File: src/rtl/style_value_keyword_filter_core_assert.svh
// ----------------------------------------------------------------------------
// Assertion macros
// Shared concurrent assertion forms for the style value keyword filter.
// ----------------------------------------------------------------------------
`ifndef STYLE_VALUE_KEYWORD_FILTER_CORE_ASSERT_SVH
`define STYLE_VALUE_KEYWORD_FILTER_CORE_ASSERT_SVH

// same-cycle implication
`define SVKF_ASSERT_IMPL(label, clk, rst_n, ante, cons) \
  label: assert property (@(posedge clk) disable iff (!rst_n) (ante) |-> (cons)) \
    else $error("assertion failed");

// next-cycle implication
`define SVKF_ASSERT_NEXT(label, clk, rst_n, ante, cons) \
  label: assert property (@(posedge clk) disable iff (!rst_n) (ante) |=> (cons)) \
    else $error("assertion failed");

`endif

File: src/rtl/svkf_pkg.sv
// ----------------------------------------------------------------------------
// svkf_pkg
// Types, constants and keyword tables of the style value keyword filter.
// ----------------------------------------------------------------------------
package svkf_pkg;

  localparam int unsigned WindowDepth  = 10;
  localparam int unsigned KwCount      = 3;
  localparam int unsigned KwBits       = 88;
  localparam int unsigned CountW       = 17;
  localparam logic [CountW-1:0] CountLimit = 17'h10000;
  localparam logic [15:0] MaxLengthReset   = 16'd8192;
  localparam logic [7:0]  FoldOffset       = 8'd32;

  localparam int unsigned KwLen [KwCount] = '{11, 9, 11};
  localparam logic [KwBits-1:0] KwText [KwCount] = '{
    KwBits'("expression("),
    KwBits'("behavior:"),
    KwBits'("javascript:")
  };

  typedef enum logic [1:0] {
    VERDICT_ACCEPT   = 2'd0,
    VERDICT_EMPTY    = 2'd1,
    VERDICT_TOO_LONG = 2'd2,
    VERDICT_KEYWORD  = 2'd3
  } verdict_e;

  typedef struct packed {
    logic shift;
    logic clear;
  } cell_ctrl_t;

  typedef struct packed {
    logic       care;
    logic [7:0] ch;
  } kw_tap_t;

  // expected character of keyword k at window position pos (0 = most recent)
  function automatic kw_tap_t kw_tap(input int unsigned k, input int unsigned pos);
    kw_tap_t t;
    int      j;
    t.care = 1'b0;
    t.ch   = '0;
    j = int'(KwLen[k]) - 2 - int'(pos);
    if (j >= 0) begin
      t.care = 1'b1;
      t.ch   = KwText[k][8*(int'(KwLen[k])-1-j) +: 8];
    end
    return t;
  endfunction

  function automatic logic [7:0] kw_last(input int unsigned k);
    return KwText[k][7:0];
  endfunction

  function automatic logic [7:0] fold_byte(input logic [7:0] b);
    if (b >= 8'h41 && b <= 8'h5a) begin
      return b + FoldOffset;
    end
    return b;
  endfunction

endpackage

File: src/rtl/style_value_keyword_filter_core.sv
// ----------------------------------------------------------------------------
// style_value_keyword_filter_core
// Screens a style value byte stream for emptiness, length and keywords.
// ----------------------------------------------------------------------------
// Input channel (in_valid_i/in_ready_o) takes one word per cycle: a byte with
// carries_byte_i set, and/or an end marker with is_last_i set. A word with
// neither is ignored. Each ending word yields one verdict word on the output
// channel (out_valid_o/out_ready_i), registered, in the cycle after acceptance.
// Throughput is one word per cycle, set by a ten-cell shift window whose
// cells compare their bytes against the three keywords in parallel.
// The verdict register parts the two sides: input is taken while a verdict
// waits, and only stalls when a verdict is held and out_ready_i is low.
// cfg_max_length_i is written through cfg_valid_i (always ready); write it
// only while idle. Reset clears the window, count and flag, drops any pending
// verdict and sets the limit to 8192.
// ----------------------------------------------------------------------------
`include "style_value_keyword_filter_core_assert.svh"

module style_value_keyword_filter_core (
  input  logic        clk_i,
  input  logic        rst_ni,
  input  logic        in_valid_i,
  output logic        in_ready_o,
  input  logic        carries_byte_i,
  input  logic [7:0]  data_byte_i,
  input  logic        is_last_i,
  output logic        out_valid_o,
  input  logic        out_ready_i,
  output logic [1:0]  verdict_o,
  input  logic        cfg_valid_i,
  output logic        cfg_ready_o,
  input  logic [15:0] cfg_max_length_i
);

  localparam int unsigned Depth = svkf_pkg::WindowDepth;
  localparam int unsigned NKw   = svkf_pkg::KwCount;

  logic                            in_acc;
  logic [7:0]                      fold_b;
  svkf_pkg::cell_ctrl_t            ctrl;
  logic [7:0]                      win [Depth];
  logic [NKw-1:0]                  hits [Depth];
  logic [NKw-1:0]                  kw_hit;
  logic [svkf_pkg::CountW-1:0]     cnt_q, cnt_d, cnt_new;
  logic                            seen_q, seen_d, seen_new;
  logic [15:0]                     max_len_q;
  logic                            out_valid_q;
  svkf_pkg::verdict_e              verdict_q, verdict_new;

  assign in_ready_o  = !out_valid_q || out_ready_i;
  assign in_acc      = in_valid_i && in_ready_o;
  assign cfg_ready_o = 1'b1;
  assign fold_b      = svkf_pkg::fold_byte(data_byte_i);

  assign ctrl.shift = in_acc && carries_byte_i;
  assign ctrl.clear = in_acc && is_last_i;

  for (genvar i = 0; i < Depth; i++) begin : g_cell
    logic [7:0] feed;
    if (i == 0) begin : g_head
      assign feed = fold_b;
    end else begin : g_body
      assign feed = win[i-1];
    end
    svkf_cell #(.Pos(i)) u_cell (
      .clk_i  (clk_i),
      .rst_ni (rst_ni),
      .ctrl_i (ctrl),
      .byte_i (feed),
      .byte_o (win[i]),
      .hit_o  (hits[i])
    );
  end

  always_comb begin
    for (int k = 0; k < NKw; k++) begin
      kw_hit[k] = (fold_b == svkf_pkg::kw_last(k));
      for (int i = 0; i < Depth; i++) begin
        kw_hit[k] = kw_hit[k] && hits[i][k];
      end
    end
  end

  always_comb begin
    cnt_new  = cnt_q;
    seen_new = seen_q;
    if (carries_byte_i) begin
      seen_new = seen_q || (|kw_hit);
      if (cnt_q != svkf_pkg::CountLimit) begin
        cnt_new = cnt_q + 1'b1;
      end
    end
    if (cnt_new == '0) begin
      verdict_new = svkf_pkg::VERDICT_EMPTY;
    end else if (cnt_new > {1'b0, max_len_q}) begin
      verdict_new = svkf_pkg::VERDICT_TOO_LONG;
    end else if (seen_new) begin
      verdict_new = svkf_pkg::VERDICT_KEYWORD;
    end else begin
      verdict_new = svkf_pkg::VERDICT_ACCEPT;
    end
    cnt_d  = cnt_q;
    seen_d = seen_q;
    if (in_acc) begin
      if (is_last_i) begin
        cnt_d  = '0;
        seen_d = 1'b0;
      end else begin
        cnt_d  = cnt_new;
        seen_d = seen_new;
      end
    end
  end

  always_ff @(posedge clk_i or negedge rst_ni) begin
    if (!rst_ni) begin
      cnt_q       <= '0;
      seen_q      <= 1'b0;
      max_len_q   <= svkf_pkg::MaxLengthReset;
      out_valid_q <= 1'b0;
    end else begin
      cnt_q  <= cnt_d;
      seen_q <= seen_d;
      if (cfg_valid_i) begin
        max_len_q <= cfg_max_length_i;
      end
      if (in_acc && is_last_i) begin
        out_valid_q <= 1'b1;
      end else if (out_ready_i) begin
        out_valid_q <= 1'b0;
      end
    end
  end

  always_ff @(posedge clk_i) begin
    if (in_acc && is_last_i) begin
      verdict_q <= verdict_new;
    end
  end

  assign out_valid_o = out_valid_q;
  assign verdict_o   = verdict_q;

  `SVKF_ASSERT_NEXT(a_last_gives_word, clk_i, rst_ni, in_acc && is_last_i, out_valid_o)
  `SVKF_ASSERT_NEXT(a_last_clears, clk_i, rst_ni, in_acc && is_last_i,
                    cnt_q == '0 && !seen_q)
  `SVKF_ASSERT_NEXT(a_count_step, clk_i, rst_ni,
                    in_acc && carries_byte_i && !is_last_i && cnt_q != svkf_pkg::CountLimit,
                    cnt_q == $past(cnt_q) + 1'b1)

endmodule

File: src/rtl/svkf_cell.sv
// ----------------------------------------------------------------------------
// svkf_cell
// One window position: holds a folded byte, passes it on, flags keyword hits.
// ----------------------------------------------------------------------------
module svkf_cell #(
  parameter int unsigned Pos = 0
) (
  input  logic                             clk_i,
  input  logic                             rst_ni,
  input  svkf_pkg::cell_ctrl_t             ctrl_i,
  input  logic [7:0]                       byte_i,
  output logic [7:0]                       byte_o,
  output logic [svkf_pkg::KwCount-1:0]     hit_o
);

  logic [7:0] byte_q, byte_d;

  always_comb begin
    byte_d = byte_q;
    if (ctrl_i.clear) begin
      byte_d = '0;
    end else if (ctrl_i.shift) begin
      byte_d = byte_i;
    end
  end

  always_ff @(posedge clk_i or negedge rst_ni) begin
    if (!rst_ni) begin
      byte_q <= '0;
    end else begin
      byte_q <= byte_d;
    end
  end

  assign byte_o = byte_q;

  for (genvar k = 0; k < svkf_pkg::KwCount; k++) begin : g_kw
    localparam svkf_pkg::kw_tap_t Tap = svkf_pkg::kw_tap(k, Pos);
    assign hit_o[k] = !Tap.care || (byte_q == Tap.ch);
  end

endmodule

File: config.mk
export PLATFORM = sky130hd
export DESIGN_NAME = style_value_keyword_filter_core
export DESIGN_NICKNAME = d
export VERILOG_FILES = /design/src/rtl/svkf_pkg.sv /design/src/rtl/style_value_keyword_filter_core.sv /design/src/rtl/svkf_cell.sv
export VERILOG_INCLUDE_DIRS = /design/src /design/src/rtl
export SDC_FILE = /design/constraint.sdc
export NUM_CORES = 1
export LEC_CHECK = 0
export ABC_AREA = 1
export BUFFER_PORTS_ARGS = -buffer_cell sky130_fd_sc_hd__buf_4
export CORE_MARGIN = 10
export CORE_UTILIZATION = 50
export DETAILED_ROUTE_END_ITERATION = 12
export PLACE_DENSITY = 0.7
export SLEW_MARGIN = 40
export SYNTH_ARGS = -nofsm -noshare
export SYNTH_HDL_FRONTEND = slang
export SYNTH_SLANG_ARGS = --single-unit
File: constraint.sdc
create_clock -name clk_i -period 3.4 [get_ports clk_i]
set_input_delay 0.34 -clock clk_i [delete_from_list [all_inputs] [get_ports clk_i]]
set_output_delay 0.34 -clock clk_i [all_outputs]
set_load 0.1 [all_outputs]
# == Word-level counts from Yosys, hierarchy flattened ==
# Index checks and enable logic that the tools add are counted.
# totals
output_inout_bits,5
in_bits,31
ff_bits,117
# op_classes
addsub,2
muxes,32
n_reduce_logical,39
n_eq_ne,28
order_cmp,3
# op_table
operator,n
$eq 8x7->1 const B,25
$mux 8,22
$mux 17,3
$logic_and 1x1->1,32
$add 17x1->17 const B,1
$gt 17x16->1,1
$logic_not 17->1,1
$ne 17x17->1 const B,1
$eq 8x6->1 const B,2
$add 8x6->8 const B,1
$ge 8x7->1 const B,1
$le 8x7->1 const B,1
$mux 1,5
$mux 2,2
$reduce_bool 2->1,2
$reduce_or 3->1,1
$logic_or 1x1->1,2
$logic_not 1->1,1

# == Depth between registers and ports, before layout ==
# Gate-level depths: netlist (run 1).
# logic_depth
ltp_word,20
ltp_mapped,26

# == Hierarchy ==
# From an unflattened synthesis (run 1), not the netlist that was laid out.
# unflattened
hier_cells,954
area_unflattened_um2,6891.6
# modules_own_cells
mod,seq_area_each_um2,cells_each,instances,area_each_um2
style_value_keyword_filter_core,937.1,419,1,2825.2
svkf_cell at g_cell[3].u_cell ...,200.2,53,2,402.9
svkf_cell at g_cell[5].u_cell,200.2,58,1,421.7
svkf_cell at g_cell[0].u_cell,200.2,57,1,417.9
svkf_cell at g_cell[6].u_cell,200.2,56,1,414.1
svkf_cell at g_cell[1].u_cell,200.2,54,1,410.4
svkf_cell at g_cell[7].u_cell,200.2,55,1,410.4
svkf_cell at g_cell[8].u_cell,200.2,52,1,402.9
svkf_cell at g_cell[9].u_cell,200.2,51,1,399.1
svkf_cell at g_cell[2].u_cell,200.2,46,1,384.1

# == Worst setup path before layout (run 1) ==
# Ideal clock, no wire load.
# synth_path
path_kind,flip-flop to flip-flop
from,register out_valid_q (netlist: out_valid_o)
to,register g_cell[1].u_cell.byte_q[0]
stages_incl_launch_ff,8
arrival_time_ns,2.823
slack_ns,0.445
synth_period_minus_slack_ns,2.955
setup_ns,0.133
cell_sequence,dfrtp_1 > nand2_1 > nand2_1 > nor2_4 > nand2_1 > buf_2 > buf_2 > o22ai_1
# synth_via
elab_chain_len,5
elab_cells_between_ends,7
classes_between,1 x mux; 6 x reduce/logical
# synth_rtl
item,line_no,source
from (decl),style_value_keyword_filter_core.sv:47,logic out_valid_q;
from (signal assigned),style_value_keyword_filter_core.sv:120,out_valid_q <= 1'b0;
from (signal assigned),style_value_keyword_filter_core.sv:128,out_valid_q <= 1'b1;
from (signal assigned),style_value_keyword_filter_core.sv:130,out_valid_q <= 1'b0;
$logic_not 1->1 (*),style_value_keyword_filter_core.sv:50,assign in_ready_o = !out_valid_q || out_ready_i;
$logic_or 1x1->1 (*),style_value_keyword_filter_core.sv:50,
named net in_ready_o,style_value_keyword_filter_core.sv:23,"output logic in_ready_o,"
$logic_and 1x1->1 (*),style_value_keyword_filter_core.sv:51,assign in_acc = in_valid_i && in_ready_o;
$logic_and 1x1->1 (on tied branches),"style_value_keyword_filter_core.sv:56, style_value_keyword_filter_core.sv:55",
$mux 8 / $reduce_bool 2->1 (equally long branches),-,
to (signal assigned),svkf_cell.sv:31,byte_q <= byte_d;
to (decl),svkf_cell.sv:16,"logic [7:0] byte_q, byte_d;"
# The timed path passes the listed nets; every way through them passes the cells marked *.
# A chain may end at the register's enable or synchronous reset.

# == Worst setup path after layout (run 1) ==
# layout_path
from,register cnt_q[0] (netlist bit)
to,"register verdict_q[1] (netlist: verdict_o[1]), data pin"
# layout_via
elab_chain_len,5
elab_cells_between_ends,7
classes_between,1 x add/sub; 1 x order compare; 1 x eq/ne; 3 x mux; 1 x reduce/logical
# layout_rtl
item,line_no,source
from (decl),style_value_keyword_filter_core.sv:44,"logic [svkf_pkg::CountW-1:0] cnt_q, cnt_d, cnt_new;"
from (signal assigned),style_value_keyword_filter_core.sv:122,cnt_q <= cnt_d;
$add 17x1->17 / $ne 17x17->1 (equally long branches),"style_value_keyword_filter_core.sv:90, style_value_keyword_filter_core.sv:89",
$mux 17,style_value_keyword_filter_core.sv:89,if (cnt_q != svkf_pkg::CountLimit) begin
$mux 17 (*),style_value_keyword_filter_core.sv:87,if (carries_byte_i) begin
$gt 17x16->1,style_value_keyword_filter_core.sv:95,"end else if (cnt_new > {1'b0, max_len_q}) begin"
$mux 2,style_value_keyword_filter_core.sv:95,
to (signal assigned),style_value_keyword_filter_core.sv:137,verdict_q <= verdict_new;
to (decl),style_value_keyword_filter_core.sv:48,"svkf_pkg::verdict_e verdict_q, verdict_new;"
# Every way passes the cells marked *; elsewhere a longest branch is shown, timed or not.

==> summary.md, run 1 <==
| Metric | Value |
|---|---|
| Status | complete, no violations |
| Clock tree buffer depth | 2 |
| Antenna violations before repair | 0 |
| Clock Skew | 6.09 ps |
| Family with the most delay on the worst path | simple AND/OR/NAND/NOR gates |
| Synth Net Count | roughly 860 |
| DP Area | 6590 µm² |
| Initial DRC Count | 526 |
| Initial Util | 51.6% |
| DPL Wire Length | between 10,000 and 15,000 µm |
| Layout Cells excl Fill | 1,017 |
| Share of post-route cells with drive strength above 1 | 10.0% |
| First-pass GRT wire length | 25,700 µm |
| Inst Count DP | 985 |
| Clock sink count | 117 |
| Slew at the pin closest to its max-slew limit | around 800 ps |
| Pwr/cell area | 545 nW/µm² |
| HP Class | in2reg |
| CP Class | reg2reg |
| Worst slew margin | 46.5% |
| Syn Std Cell Area | 6250 µm² |
| CP startpoint kind | flip-flop |
| Worst path bufs/invs | 2 |
| Fmax | 0.344 GHz |
| Hold Violations, Final | 0 |
| Synth unique cells | 31 |
| Yosys Warn Count | 0 |
| FF-to-FF path depth | 23 |
| Avg Synthesized Cell Area | between 7 and 8 µm² |
| Required @ worst endpoint | around 3600 ps |
| Area of the multi-input gates | roughly 2500 µm² |
| Fin crit share | 85.5% |
| Congestion Overflow GR | 0 |
| Post-layout nets | 887 |
| CTS resizes | 0 |
| Yosys reg bits | 117 |
| Drt wl/cell | ~15 µm |
| Post-route ant nets | 0 |
| Fill cell count | 1,113 |
| Worst path depth | 23 |
| Core footprint | 12,100 µm² |
| I/O pin cnt | 36 |
| Row cnt | 40 |
| Worst Setup End Kind | flip-flop |
| Slew Limit Fails | 0 |
| CP peak stage delay | 420 ps |
| Worst vdd ir | between 0.3 and 0.4 mV |
| Storage element area | 2940 µm² |
| Die area | roughly 17,000 µm² |
| Leakage dissipation | 3.49 nW |
| Die W | around 130 µm |
| Number of port buffers | 34 |
| CTS tree | yes |
| RSZ-0062 raised after global routing | no |
| # H-tree levels | 4 |
| Clock latency on the worst-skew pair | around 400 ps |
| Worst-path clk slew | 50 ps |
| Largest net degree at the start of global routing | 81 |
| Post-CTS Hold Buffers | 1 |
| Via count | between 5,000 and 6,000 |
| Most used cell, CP | nand2_1 |
| # diodes | 0 |
| Setup_tns | 0 ps |
| Area grow syn2layout | 15.6% |
| Vias per Instance | 5.33 |
| Crit path DAT | 3070 ps |
| Cell count after synthesis | 808 |
| DRC violations left | 0 |
| Vias in the first global route | 5,261 |
| Minimum clock period | 2910 ps |
| Clk root buf | clkbuf_16 |
| Final instance area | 7230 µm² |
| Worst hold slack | between 100 and 150 ps |
| Pre-antenna DRT Iters | 5 |
| Crit path max-delay cell type | dfrtp_1 |
| Detailed-route wire length | 15,400 µm |
| Total track usage | about 18% |
| Max-capacitance violation count | 0 |
| Num CTS Buffers | 17 |
| Post-synthesis sequential area ratio | 47.0% |
| Gpl congestion | roughly 0.91 |
| CP Cell Sequence | ha_1, nand2_2, nor2_4, nand2_1, xor2_1, nand2_1, o21ai_0, inv_1, ha_1, nand2_1, inv_1, nand2_1, nand2_1, a21oi_1, nand2_1, nand2_1, nand2_1, nand2_1, nand2_1, nand2_1, nand2_1, nor2_1, nor2_1 |
| Final setup vio count | 0 |
| Worst hold path cell count | 3 |
| CP Max Fanout | 5 |
| DIE HEIGHT | 132 µm |
| Post-CTS Setup Bufs | 0 |
[cell families after synthesis]
group / synth area share, %
simple gates: 22.6
buf+inv: 12.6
compound gates: 12.5
flops: 47.0
fa+ha+maj: 3.80
xor+xnor: 1.12
other cells: 0.0600
mux: 0.180
[cells in the mapped netlist]
master    count  area share [%]
nand2_1     178              11
inv_1       164             9.8
dfrtp_1     114              46
o22ai_1      91             9.1
nor2_1       87             5.2
nand3_1      33             2.6
o21ai_0      27             2.2
ha_1         19             3.8
nand4_1      15             1.5
buf_2        11            0.88
clkbuf_1     11            0.66
a21oi_1      10            0.80
nor3_1        8            0.64
xor2_1        8             1.1
buf_6         6             1.1
nor2_2        5            0.50
nand2_2       3            0.30
nand3b_1      3            0.36
edfxtp_1      2            0.96
nor2_4        2            0.36
a21oi_2       1            0.14
a21oi_4       1            0.26
buf_1         1           0.060
buf_4         1            0.12
conb_1        1           0.060
dfstp_2       1            0.42
mux2_2        1            0.18
nand3_2       1            0.16
nor3_2        1            0.16
nor4_1        1            0.10
o21ai_1       1           0.080
[worst paths after layout]
path	start	slack, ps	end
setup / recovery	cnt_q[0]	490	verdict_o[1]
hold / removal	cfg_max_length_i[6]	140	max_len_q[6]
setup reg to reg	cnt_q[0]	490	verdict_o[1]
hold reg to reg	max_len_q[6]	530	max_len_q[6]
max in group asynchronous	rst_ni	2030	g_cell[1].u_cell.byte_o[3]
min in group asynchronous	rst_ni	530	g_cell[9].u_cell.byte_o[1]
[state kept, by name, indices dropped and copies added (netlist names)]
signal / cells
out_valid_o: 1
cnt_q: 17
verdict_o: 2
g_cell.u_cell.byte_o: 80
max_len_q: 16
seen_q: 1
[worst register-to-register path: stages (launching register included)]
cell and delay (ps):
dfrtp_1 420, ha_1 300, nand2_2 120, nor2_4 140, nand2_1 80, xor2_1 130, nand2_1 60, o21ai_0 130
inv_1 90, ha_1 300, nand2_1 70, inv_1 50, nand2_1 60, nand2_1 60, a21oi_1 140, nand2_1 70
nand2_1 60, nand2_1 50, nand2_1 50, nand2_1 60, nand2_1 60, nand2_1 50, nor2_1 90, nor2_1 50
[cell type report]
cell class / count / area share [%]
Clock inverter: 9 / 2.06
Multi-Input combinational cell: 497 / 35.0
Clock buffer: 22 / 6.56
Inverter: 164 / 8.52
Tap cell: 168 / 2.91
Timing Repair Buffer: 40 / 4.24
Sequential cell: 117 / 40.7
[layer usage]
| layer | wire length [µm] | GRT usage [%] |
|---|---|---|
| met2 | 6990 | 26.8 |
| met3 | 831 | 4.15 |
| met4 | 213 | 6.12 |
| met5 | 0 | 0 |
| met1 | 7320 | 24.5 |
[per-stage QoR]
| step | utilization [%] | power (mW) | worst slack, ps |
|---|---|---|---|
| 2_1_floorplan | - | 1.91 | 445 |
| 3_3_place_gp | 54.4 | 2.04 | 638 |
| 3_5_place_dp | 54.4 | 2.06 | 539 |
| 4_1_cts | 59.7 | 3.95 | 508 |
| 5_1_grt | 59.7 | 4.11 | 131 |
| 6_report | 59.7 | 3.94 | 491 |
[power by group]
group / internal, mW / switching, mW / total (mW)
Sequential: 1.46 / 0.0608 / 1.52
Clock: 1.28 / 0.612 / 1.89
Combinational: 0.171 / 0.352 / 0.523
[layout by cell type, fill, tap and decap left out, drive strengths merged]
cell and n:
clkinvlp 1, nor4 1, o22ai 91, dfstp 1, dfrtp 114, nor2 94, nand2 181, conb 1
nand4 15, nand3 34, clkbuf 22, a21oi 12, nor3 9, dlygate4sd3 1, clkinv 3, nand3b 3
xor2 8, mux2 1, o21ai 28, inv 165, buf 39, ha 19, edfxtp 2, bufinv 4
(Power assumes the default switching activity.)
==> run 2, diff against run 1 <==
- CTS_BUF_LIST: default -> sky130_fd_sc_hd__clkbuf_8 sky130_fd_sc_hd__clkbuf_16
- PLACE_DENSITY: 0.7 -> default
- PLACE_DENSITY_LB_ADDON: default -> 0.15
==> summary.md, run 2 (synthesized netlist as in run 1, its figures left out) <==
| Metric | Value |
|---|---|
| Pwr/cell area | 523 nW/µm² (-4.0%) |
| Area grow syn2layout | 14.6% |
| Initial Util | 51.6% (unchanged) |
| Row cnt | 40 (unchanged) |
| P_int | 2.73 mW (-6.1%) |
| Worst slew margin | 46.1% (-0.36 points) |
| DIE HEIGHT | 132 µm (unchanged) |
| Worst-path clk slew | 50 ps (about the same) |
| Post-route ant nets | 0 (unchanged) |
| R2R Setup Slk | 360 ps (-130 ps) |
| Leading cell type in the layout, fill and taps excluded | nand2_1 |
| RSZ-0062 raised after global routing | no |
| Die W | 132 µm (unchanged) |
| First-pass GRT wire length | 27,300 µm (+6.2%) |
| CP Max Fanout | 5 (unchanged) |
| Num CTS Buffers | 17 (unchanged) |
| Fill cell count | 1,154 (+3.7%) |
| Detailed-route wire length | 16,200 µm (+5.3%) |
| Largest net degree at the start of global routing | 81 (unchanged) |
| Global route hottest layer | met2 |
| Drt wl/cell | 15.9 µm (+5.5%) |
| Fin crit share | 89.3% (+3.7 points) |
| CTS tree | yes |
| Vias in the first global route | 5,479 (+4.1%) |
| Minimum clock period | 3040 ps (+127 ps) |
| DPL Wire Length | 11,800 µm (+7.5%) |
| Leakage dissipation | 3.47 nW (-0.49%) |
| Setup_tns | 0 ps (unchanged) |
| Number of port buffers | 34 (unchanged) |
| Final setup vio count | 0 (unchanged) |
| Layout Cells excl Fill | 1,015 (-0.20%) |
| Post-layout nets | 887 (unchanged) |
| # H-tree levels | 4 (unchanged) |
| P_sw | 1.01 mW (-1.3%) |
| DRC violations left | 0 (unchanged) |
| Clock latency on the worst-skew pair | 410 ps (about the same) |
| Status | complete, no violations |
| Inst Count DP | 985 (unchanged) |
| Hold Violations, Final | 0 (unchanged) |
| Worst Setup End Kind | flip-flop |
| # diodes | 0 (unchanged) |
| Slew at the pin closest to its max-slew limit | 808 ps (+5.42 ps) |
| CTS resizes | 0 (unchanged) |
| Crit path DAT | 3200 ps (+130 ps) |
| Met2 Track Usage GR | 33.9% (+7.1 points) |
| Clock Power Share | 45.1% (-2.9 points) |
| Initial DRC Count | 310 (-41%) |
| Met1 track demand over resource | 21.5% (-3.0 points) |
| I/O pin cnt | 36 (unchanged) |
| Die area | 17,400 µm² (unchanged) |
| Congestion Overflow GR | 0 (unchanged) |
| Clk root buf | clkbuf_16 |
| CP Class | reg2reg |
| Clock tree buffer depth | 2 (unchanged) |
| Largest register FFs | 80 (unchanged) |
| Antenna violations before repair | 0 (unchanged) |
| Core footprint | 12,100 µm² (unchanged) |
| Total track usage | 19.3% (+1.5 points) |
| DP Area | 6590 µm² (unchanged) |
| Worst vdd ir | 0.287 mV (-15%) |
| Slew Limit Fails | 0 (unchanged) |
| Worst hold slack | 133 ps (-10.0 ps) |
| Clock Skew | 4.40 ps (-1.68 ps) |
| Switching Share | 27.0% (+0.97 points) |
| HP Class | in2reg |
| Vias per Instance | 5.32 (-0.25%) |
| Final instance area | 7160 µm² (-0.87%) |
| Reg power frac | 40.8% (+2.1 points) |
| Pre-antenna DRT Iters | 5 (unchanged) |
| Gpl congestion | 0.901 (-1.1%) |
| Comb power frac | 14.1% (+0.8 points) |
| Met3 GRT Util | 4.19% (+0.038 points) |
| Max-capacitance violation count | 0 (unchanged) |
| CP startpoint kind | flip-flop |
| Clock sink count | 117 (unchanged) |
| Share of post-route cells with drive strength above 1 | 9.80% (-0.21 points) |
| Fmax | 0.329 GHz (-4.2%) |
| Required @ worst endpoint | 3570 ps (about the same) |
| Via count | 5,395 (-0.44%) |
| Most frequent cells in the layout | nand2_1, inv_1, dfrtp_1 |
-- run 2: power by group through the flow --
stage / registers, mW / clock network (mW) / logic, mW
final: 1.53 / 1.69 / 0.528
after global routing: 1.53 / 1.79 / 0.603
after detailed placement: 1.55 / 0 / 0.524
after CTS: 1.52 / 1.72 / 0.529
after floorplan: 1.54 / 0 / 0.366
after global placement: 1.55 / 0 / 0.515
-- run 2: through the flow --
stage	utilization, %	setup WS [ps]	power [mW]
after floorplan	-	445	1.91
after global placement	54.4	418	2.06
after detailed placement	54.4	410	2.07
after CTS	59.2	382	3.77
after global routing	59.2	130	3.93
final	59.2	364	3.74
-- run 2: worst max-delay path, cell delays in order, from the launching register on --
cell,delay [ps]
dfrtp_1,450
ha_1,300
nand2_2,120
nor3_2,300
nand3_1,130
xor2_1,150
nand2_1,50
o21ai_0,280
inv_1,110
ha_1,320
nand2_1,90
inv_1,40
nand2_1,60
nand2_1,40
nand2_1,50
nand2_1,60
nand2_1,60
nand2_1,50
nor2_1,80
nor2_1,40
-- run 2: final timing paths --
kind | to | cells after the start | from
min | max_len_q[10] | 3 | cfg_max_length_i[10]
min reg2reg | max_len_q[13] | 2 | max_len_q[13]
max reg2reg | verdict_o[1] | 19 | cnt_q[0]
min in group asynchronous | g_cell[9].u_cell.byte_o[7] | 2 | rst_ni
max in group asynchronous | cnt_q[3] | 3 | rst_ni
max | verdict_o[1] | 19 | cnt_q[0]
-- run 2: area by class of cell --
class,count,area (µm²),area share [%]
multi-input combinational,497,2530,35.3
clock buffer,23,508,7.09
timing repair buffer,40,307,4.28
sequential,117,2940,41.0
clock inverter,6,52.6,0.733
inverter,164,616,8.59
tap,168,210,2.93
-- run 2: timing repair --
action,in CTS,in global routing
endpoints found under the setup margin,0,0
setup buffers,0,0
hold buffers,1,0
hold endpoints to repair,70,0
-- run 2: per-layer routing --
layer / vias to the layer above / part of all wire, %
met4: 0 / 4.2
met1: 2585 / 40
li1: 2647 / -
met5: - / 0
met2: 123 / 52
met3: 40 / 3.3
==> run 3, diff against run 2 <==
- CELL_PAD_IN_SITES_DETAIL_PLACEMENT: default -> 1
- CELL_PAD_IN_SITES_GLOBAL_PLACEMENT: default -> 1
- CORE_UTILIZATION: 50 -> 46
==> summary.md, run 3 (synthesized netlist as in run 1, its figures left out) <==
| Metric | Value |
|---|---|
| Pwr/cell area | 543 nW/µm² (+3.9%) |
| Share of post-route cells with drive strength above 1 | 10.3% (+0.54 points) |
| I/O pin cnt | 36 (unchanged) |
| First-pass GRT wire length | 30,200 µm (+11%) |
| Gpl congestion | 0.857 (-4.9%) |
| Initial DRC Count | 349 (+13%) |
| # diodes | 0 (unchanged) |
| Core footprint | 13,300 µm² (+9.8%) |
| Leakage dissipation | 3.48 nW (+0.37%) |
| Post-CTS Hold Buffers | 0 (-1) |
| Hold Violations, Final | 0 (unchanged) |
| Worst vdd ir | 0.362 mV (+26%) |
| CP startpoint kind | flip-flop |
| Worst-path clk slew | 60 ps (about the same) |
| Antenna violations before repair | 0 (unchanged) |
| Minimum clock period | 2970 ps (-66.4 ps) |
| Leading cell type in the layout, fill and taps excluded | nand2_1 |
| CTS tree | yes |
| Final setup vio count | 0 (unchanged) |
| Pre-antenna DRT Iters | 4 (-1) |
| DRC violations left | 0 (unchanged) |
| Vias per Instance | 5.35 (+0.65%) |
| Clock Skew | 7.37 ps (+2.96 ps) |
| Total track usage | 20.6% (+1.3 points) |
| Fin crit share | 87.3% (-2.0 points) |
| Required @ worst endpoint | 3580 ps (about the same) |
| HP Class | in2reg |
| Largest net degree at the start of global routing | 81 (unchanged) |
| Fmax | 0.337 GHz (+2.2%) |
| Max-capacitance violation count | 0 (unchanged) |
| Die area | 18,700 µm² (+7.4%) |
| Clock sink count | 117 (unchanged) |
| RSZ-0062 raised after global routing | no |
| Largest register FFs | 80 (unchanged) |
| Crit path DAT | 3150 ps (-50 ps) |
| PnR worst setup slack | 431 ps (+66.4 ps) |
| Post-layout nets | 888 (+0.11%) |
| Fill cell count | 1,639 (+42%) |
| Vias in the first global route | 6,055 (+11%) |
| Place WS | 433 ps (+23.1 ps) |
| Post-route ant nets | 0 (unchanged) |
| Detailed-route wire length | 18,200 µm (+13%) |
| Congestion Overflow GR | 0 (unchanged) |
| Slew Limit Fails | 0 (unchanged) |
| CP Max Fanout | 5 (unchanged) |
| Area grow syn2layout | 15.7% |
| Post-CTS Setup Bufs | 0 (unchanged) |
| Via count | 5,494 (+1.8%) |
| Most frequent cells in the layout | nand2_1, inv_1, dfrtp_1 |
| Drt wl/cell | 17.7 µm (+11%) |
| DIE HEIGHT | 137 µm (+3.6%) |
| Worst Setup End Kind | flip-flop |
| Slew at the pin closest to its max-slew limit | 628 ps (-180 ps) |
| Worst slew margin | 58.2% (+12 points) |
| Die W | 137 µm (+3.6%) |
| Num CTS Buffers | 17 (unchanged) |
| # H-tree levels | 4 (unchanged) |
| CTS resizes | 0 (unchanged) |
| Initial Util | 47.0% (-4.6 points) |
| DPL Wire Length | 13,200 µm (+11%) |
| Setup_tns | 0 ps (unchanged) |
| CP Class | reg2reg |
| Clock tree buffer depth | 2 (unchanged) |
| Clock latency on the worst-skew pair | 430 ps (+20 ps) |
| Status | complete, no violations |
| Clk root buf | clkbuf_16 |
| Number of port buffers | 34 (unchanged) |
| Row cnt | 42 (+5.0%) |
run 3: cell count changes in the layout (fill, tap and decap cells not counted):
cell | previous run | this run
clkinvlp_4 | 0 | 3
bufinv_16 | 1 | 3
buf_6 | 1 | 2
inv_1 | 166 | 165
clkbuf_8 | 6 | 2
clkinv_4 | 0 | 3
run 3: per-layer routing:
layer,global-route usage [%],vias up,part of all wire (%)
li1,-,2640,-
met1,22.2,2734,40
met2,37.7,92,55
met3,4.66,28,2.7
met4,8.82,0,2.7
met5,0,-,0
run 3: path summary, 6_finish.rpt:
| path | startpoint | end | slack, ps | cells past startpoint |
|---|---|---|---|---|
| worst max-delay path | cnt_q[0] | verdict_o[1] | 430 | 23 |
| min in group asynchronous | rst_ni | g_cell[0].u_cell.byte_o[2] | 460 | 2 |
| max in group asynchronous | rst_ni | max_len_q[13] | 2100 | 3 |
| worst max register to register | cnt_q[0] | verdict_o[1] | 430 | 23 |
| worst min-delay path | cfg_max_length_i[5] | max_len_q[5] | 120 | 3 |
| worst min register to register | max_len_q[13] | max_len_q[13] | 530 | 2 |
run 3: report_power, final:
part           switching [mW]  internal, mW  total [mW]
combinational           0.370         0.174       0.544
clock                   0.676          1.19        1.86
sequential             0.0629          1.46        1.53
total                    1.11          2.82        3.93
run 3: worst max-delay path, stage by stage (launching register included):
cell and delay, ps:
dfrtp_1 450, ha_1 310, nand2_2 120, nor2_4 140
nand2_1 80, xor2_1 140, nand2_1 60, o21ai_0 130
inv_1 80, ha_1 300, nand2_1 70, inv_1 50
nand2_1 60, nand2_1 50, a21oi_1 130, nand2_1 60
nand2_1 50, nand2_1 40, nand2_1 50, nand2_1 70
nand2_1 70, nand2_1 60, nor2_1 110, nor2_1 50
run 3: stage by stage:
stage / cell area (µm²) / hold slack, ps / total power, mW / cells / utilization [%]
2_1_floorplan: 6250 / 44.4 / 1.91 / 808 / -
3_3_place_gp: 6610 / 470 / 2.06 / 994 / 49.7
5_1_grt: 7240 / 135 / 4.11 / 1027 / 54.4
6_report: 7240 / 125 / 3.93 / 1027 / 54.4
3_5_place_dp: 6610 / 488 / 2.09 / 994 / 49.7
4_1_cts: 7220 / 39.5 / 3.95 / 1026 / 54.3
run 3: cell type report:
type,instances,area [µm²],area share (%)
Sequential cell,117,2940,40.6
Multi-Input combinational cell,497,2530,35.0
Inverter,164,616,8.51
Clock buffer,19,453,6.26
Timing Repair Buffer,41,318,4.39
Tap cell,176,220,3.04
Clock inverter,13,158,2.18
